### config.mk
export PLATFORM = sky130hd
export DESIGN_NAME = imh_ctrl
export DESIGN_NICKNAME = d
export VERILOG_FILES = /design/src/hw/rtl/imh_pkg.sv /design/src/hw/rtl/imh_ctrl.sv
export SDC_FILE = /design/constraint.sdc
export NUM_CORES = 1
export LEC_CHECK = 0
export ABC_AREA = 1
export BUFFER_PORTS_ARGS = -buffer_cell sky130_fd_sc_hd__buf_4
export CORE_MARGIN = 1.5
export CORE_UTILIZATION = 54
export DETAILED_ROUTE_END_ITERATION = 8
export GPL_TIMING_DRIVEN = 0
export PLACE_DENSITY = 0.89
export SYNTH_ARGS = -nofsm -noshare
export SYNTH_HDL_FRONTEND = slang
export SYNTH_SLANG_ARGS = --single-unit
### constraint.sdc
create_clock -name clk_i -period 1.87 [get_ports clk_i]
set_input_delay 0.4675 -clock clk_i [delete_from_list [all_inputs] [get_ports clk_i]]
set_output_delay 0.4675 -clock clk_i [all_outputs]
set_load 0.02 [all_outputs]
### src/hw/rtl/imh_pkg.sv
package imh_pkg;

  localparam int unsigned NODES    = 64;
  localparam int unsigned SLOTS    = 4;
  localparam int unsigned CAPACITY = NODES * SLOTS;
  localparam int unsigned POS_W    = $clog2(CAPACITY);
  localparam int unsigned CNT_W    = $clog2(CAPACITY + 1);

  localparam logic [2:0] ST_INSERTED  = 3'd0;
  localparam logic [2:0] ST_UPDATED   = 3'd1;
  localparam logic [2:0] ST_REJECTED  = 3'd2;
  localparam logic [2:0] ST_EXTRACTED = 3'd3;
  localparam logic [2:0] ST_EMPTY     = 3'd4;

  localparam logic FUNC_INSERT  = 1'b0;
  localparam logic FUNC_EXTRACT = 1'b1;

  typedef struct packed {
    logic        func;
    logic [5:0]  node;
    logic [1:0]  slot;
    logic [31:0] key_value;
  } in_t;

  typedef struct packed {
    logic [2:0]  status;
    logic [5:0]  out_node;
    logic [1:0]  out_slot;
    logic [31:0] out_value;
    logic [8:0]  occupancy;
  } out_t;

  typedef struct packed {
    logic [5:0]  node;
    logic [1:0]  slot;
    logic [31:0] value;
  } ent_t;

  typedef enum logic [3:0] {
    OP_NONE, OP_LATCH, OP_POS_RD, OP_UPD_RD, OP_UPD_LD, OP_APPEND, OP_UP_RD, OP_UP_STEP,
    OP_PLACE, OP_ROOT_RD, OP_ROOT_LD, OP_LAST_RD, OP_LAST_LD, OP_DN_RDL, OP_DN_RDR,
    OP_DN_STEP
  } op_e;

  typedef struct packed {
    op_e op;
  } cmd_t;

  typedef struct packed {
    logic func;
    logic reject;     // full or key out of range
    logic present;
    logic empty;
    logic hole_root;
    logic up_swap;
    logic no_left;
    logic dn_move;
  } stat_t;

  function automatic logic [POS_W-1:0] key_of(logic [5:0] node, logic [1:0] slot);
    return POS_W'(32'(node) * SLOTS + 32'(slot));
  endfunction

endpackage

### src/hw/rtl/imh_ctrl.sv
module imh_ctrl (
  input  logic            clk_i,
  input  logic            rst_ni,
  input  logic            start,
  output logic            busy,
  output logic            done_o,
  output logic [2:0]      status_o,
  input  imh_pkg::stat_t  stat_i,
  output imh_pkg::cmd_t   cmd_o
);

  typedef enum logic [13:0] {
    S_IDLE   = 14'b00000000000001,
    S_DECODE = 14'b00000000000010,
    S_UPD_A  = 14'b00000000000100,
    S_UPD_B  = 14'b00000000001000,
    S_UP_A   = 14'b00000000010000,
    S_UP_B   = 14'b00000000100000,
    S_PLACE  = 14'b00000001000000,
    S_EX_A   = 14'b00000010000000,
    S_EX_B   = 14'b00000100000000,
    S_EX_C   = 14'b00001000000000,
    S_DN_A   = 14'b00010000000000,
    S_DN_B   = 14'b00100000000000,
    S_DN_C   = 14'b01000000000000,
    S_DONE   = 14'b10000000000000
  } state_e;

  state_e     state_q, state_d;
  logic [2:0] status_q, status_d;

  assign busy     = state_q != S_IDLE;
  assign done_o   = state_q == S_DONE;
  assign status_o = status_q;

  always_comb begin
    state_d    = state_q;
    status_d   = status_q;
    cmd_o.op   = imh_pkg::OP_NONE;
    unique case (state_q)
      S_IDLE: begin
        if (start) begin
          cmd_o.op = imh_pkg::OP_LATCH;
          state_d  = S_DECODE;
        end
      end
      S_DECODE: begin
        if (stat_i.func == imh_pkg::FUNC_INSERT) begin
          if (stat_i.reject) begin
            status_d = imh_pkg::ST_REJECTED;
            state_d  = S_DONE;
          end else if (stat_i.present) begin
            status_d = imh_pkg::ST_UPDATED;
            cmd_o.op = imh_pkg::OP_POS_RD;
            state_d  = S_UPD_A;
          end else begin
            status_d = imh_pkg::ST_INSERTED;
            cmd_o.op = imh_pkg::OP_APPEND;
            state_d  = S_UP_A;
          end
        end else if (stat_i.empty) begin
          status_d = imh_pkg::ST_EMPTY;
          state_d  = S_DONE;
        end else begin
          status_d = imh_pkg::ST_EXTRACTED;
          cmd_o.op = imh_pkg::OP_ROOT_RD;
          state_d  = S_EX_A;
        end
      end
      S_UPD_A: begin
        cmd_o.op = imh_pkg::OP_UPD_RD;
        state_d  = S_UPD_B;
      end
      S_UPD_B: begin
        cmd_o.op = imh_pkg::OP_UPD_LD;
        state_d  = S_UP_A;
      end
      S_UP_A: begin
        if (stat_i.hole_root) begin
          state_d = S_PLACE;
        end else begin
          cmd_o.op = imh_pkg::OP_UP_RD;
          state_d  = S_UP_B;
        end
      end
      S_UP_B: begin
        if (stat_i.up_swap) begin
          cmd_o.op = imh_pkg::OP_UP_STEP;
          state_d  = S_UP_A;
        end else begin
          state_d = S_PLACE;
        end
      end
      S_PLACE: begin
        cmd_o.op = imh_pkg::OP_PLACE;
        state_d  = S_DONE;
      end
      S_EX_A: begin
        cmd_o.op = imh_pkg::OP_ROOT_LD;
        state_d  = S_EX_B;
      end
      S_EX_B: begin
        if (stat_i.empty) begin
          state_d = S_DONE;
        end else begin
          cmd_o.op = imh_pkg::OP_LAST_RD;
          state_d  = S_EX_C;
        end
      end
      S_EX_C: begin
        cmd_o.op = imh_pkg::OP_LAST_LD;
        state_d  = S_DN_A;
      end
      S_DN_A: begin
        if (stat_i.no_left) begin
          state_d = S_PLACE;
        end else begin
          cmd_o.op = imh_pkg::OP_DN_RDL;
          state_d  = S_DN_B;
        end
      end
      S_DN_B: begin
        cmd_o.op = imh_pkg::OP_DN_RDR;
        state_d  = S_DN_C;
      end
      S_DN_C: begin
        if (stat_i.dn_move) begin
          cmd_o.op = imh_pkg::OP_DN_STEP;
          state_d  = S_DN_A;
        end else begin
          state_d = S_PLACE;
        end
      end
      S_DONE: begin
        state_d = S_IDLE;
      end
      default: begin
        state_d = S_IDLE;
      end
    endcase
  end

  always_ff @(posedge clk_i or negedge rst_ni) begin
    if (!rst_ni) begin
      state_q  <= S_IDLE;
      status_q <= imh_pkg::ST_INSERTED;
    end else begin
      state_q  <= state_d;
      status_q <= status_d;
    end
  end

endmodule
==> flow_metrics.tcl <==
set metrics [dict create \
    worst_path_dominant_cell_family "simple AND/OR/NAND/NOR gates" \
    cpPeakStageDelay_ns 0.46 \
    dieArea_mm2 0.00225 \
    worstHoldPathType "input pin to async pin" \
    cts_made_buffers 3 \
    vias 1244 \
    endpoint_kind "output pin" \
    rrSetupSlack_ns 0.23 \
    grt_overflow 0 \
    fin_skew_ns 0.00792 \
    gp_congestion 0.854 \
    seq_area_frac_synth_pct 40.0 \
    drtPass1Iterations 6 \
    grt_max_degree 18 \
    highest_layer "met4" \
    synth_nets 169 \
    clkLatencyLatePin_ns 0.29 \
    ant_nets 0 \
    htreeDepth 1 \
    ys_ff_latch 17 \
    crit_chain "nor2_4 -> nand2_4 -> nor2_4 -> nand3_2 -> and3_4 -> nand4_1 -> buf_6" \
    ir_worst_vdd_v 0.000724 \
    clockBufferDepth 2 \
    setup_viol 6 \
    viasPerCell 5.58 \
    yosys.cell_types.count 21 \
    arrival_ns 1.86 \
    met1_length_um 1230 \
    cts_tree "built" \
    crit_path_top_delay_cell "dfrtp_1" \
    path_clk_slew_ns 0.10 \
    wl_um 3360 \
    setup_ws_ns -0.455 \
    drc 0 \
    synth_top_area_cell "dfrtp_1" \
    r2r-end "state_q[0]" \
    cts_sinks 17 \
    grt_pass1_vias 1114 \
    crit_start "state_q[7]" \
    layout-drive-gt1-share_pct 36.9 \
    crit_buf_inv 1 \
    violations "negative setup slack" \
    wl_per_cell_um 15.1 \
    status "finished with violations" \
    portBuffers 19 \
    r2r_cells 12 \
    critPathMaxFanout 6 \
    final_util_pct 83.7 \
    layout_common_cells "nand2_1, buf_4, inv_1" \
    synthCells 158 \
    rows 15 \
    ios 20 \
    core-area_mm2 0.00178 \
    synth_top_area_share_pct 37.6 \
    area.growth.synth_to_final_pct 40.0 \
    maxCapViolCount 0 \
    antenna_found_initial 0 \
    required_ns 1.40 \
    cts_hold_buf 0 \
    worstReg2RegStart "state_q[7]" \
    tightest_slew_ns 0.258 \
    path_class "flip-flop to output pin" \
    wl_met2_um 1620 \
    p_per_area_mw_per_mm2 976 \
    min_period_over_period_pct 124 \
    yosysWarningCount 0 \
    num_antenna_cells 0 \
    pre_cts_ws_ns -0.125 \
    ys_top_cells_by_area "dfrtp_1, nand2_1, nor2_1" \
    crit_path_frequent_cell "nor2_4" \
    dpl.hpwl_um 1910 \
    drt_iter0_drc 73 \
    slew_headroom_pct 82.7 \
    grt_pass1_wl_um 4640 \
    max_freq_mhz 430 \
    start_util_pct 59.8 \
    total_leakage_power_nw 0.859 \
    netlist_area_mm2 0.00107 \
    maxSlewViolCount 0 \
    dr_wl_met3_um 270 \
    hold_viol_final 0 \
    fin_nets 210 \
    min_period_ns 2.32 \
    root_buffer "clkbuf_4" \
    grt_setup_unrepaired "true" \
    start_kind "flip-flop" \
    grt_use_total_pct 29.9 \
    final_common_cell "nand2_1" \
    syn-mean-instance-area_um2 6.75 \
    fp.dieW_um 47.4 \
    die_y_um 47.4 \
]
final cells by class:
| type | count | area [µm²] |
|---|---|---|
| Multi-Input combinational cell | 112 | 609 |
| Timing Repair Buffer | 35 | 278 |
| Inverter | 29 | 109 |
| Clock buffer | 3 | 22.5 |
| Sequential cell | 17 | 427 |
| Clock inverter | 1 | 5.00 |
| Buffer | 1 | 11.3 |
| Fill cell | 106 | 290 |
| Tap cell | 25 | 31.3 |
cells by family (layout without fill, tap and decap cells):
kind of cell	Yosys count	after routing	share of synthesized area [%]
buf+inv	30	69	11.3
compound gates	11	11	5.75
flops	17	17	40.0
simple gates	100	101	43.0
per-layer routing:
metal | global-route usage, % | vias to the layer above
li1 | - | 569
met4 | 17.2 | 0
met5 | 0 | -
met3 | 5.28 | 35
met1 | 35.9 | 552
met2 | 50.3 | 88
per-stage QoR:
step                      TNS (ns)  hold WS, ns  cells  instance area, µm²  total power [mW]
after global routing         -2.47       0.0289    223                1490              1.53
final                        -2.10       0.0139    223                1490              1.46
after CTS                    -1.68       0.0169    218                1410              1.39
after floorplan                  0        0.172    158                1070             0.853
after global placement      -0.195        0.339    202                1250              1.03
after detailed placement    -0.424        0.340    202                1250              1.04
Yosys cell counts:
master,instances
nand4_1,4
dfstp_2,1
nand2_1,36
nor2_1,28
nand2_2,6
nand3_1,13
buf_6,1
o21ai_0,6
nor4_1,1
inv_1,27
nor2_4,2
o22ai_1,1
o211ai_1,1
or2_1,1
dfrtp_1,16
nor3_1,1
nor2_2,7
o21a_1,1
and3_1,1
o21ai_1,2
inv_2,2
power by group:
group	internal, mW	switching [mW]	leakage [nW]
Clock	0.0795	0.118	0.0177
Combinational	0.322	0.460	0.614
Sequential	0.435	0.0414	0.227
how the worst max path moves through the flow:
stage / to / depth (start not counted)
2_1_floorplan: cmd_o[0] / 8
3_3_place_gp: cmd_o[1] / 8
3_5_place_dp: cmd_o[0] / 8
4_1_cts: cmd_o[1] / 8
5_1_grt: cmd_o[0] / 9
6_report: cmd_o[1] / 7
worst reg2reg max path, delay by kind of cell, from the launching register on:
family,cells,cell delay [ns]
buffers and inverters,3,0.34
AND/OR/NAND/NOR,9,0.79
flip-flops,1,0.46
state kept, by name, summed over array words and instances (netlist names):
signal    cells
state_q      14
status_o      3
timing repair:
action | in CTS | in global routing
setup buffers | 11 | 5
gates resized for setup | 13 | 13
gates cloned | 1 | 0
pin swaps | 12 | 12
setup endpoints to repair | 6 | 6
No activity file was read; power rests on OpenSTA's default activity.
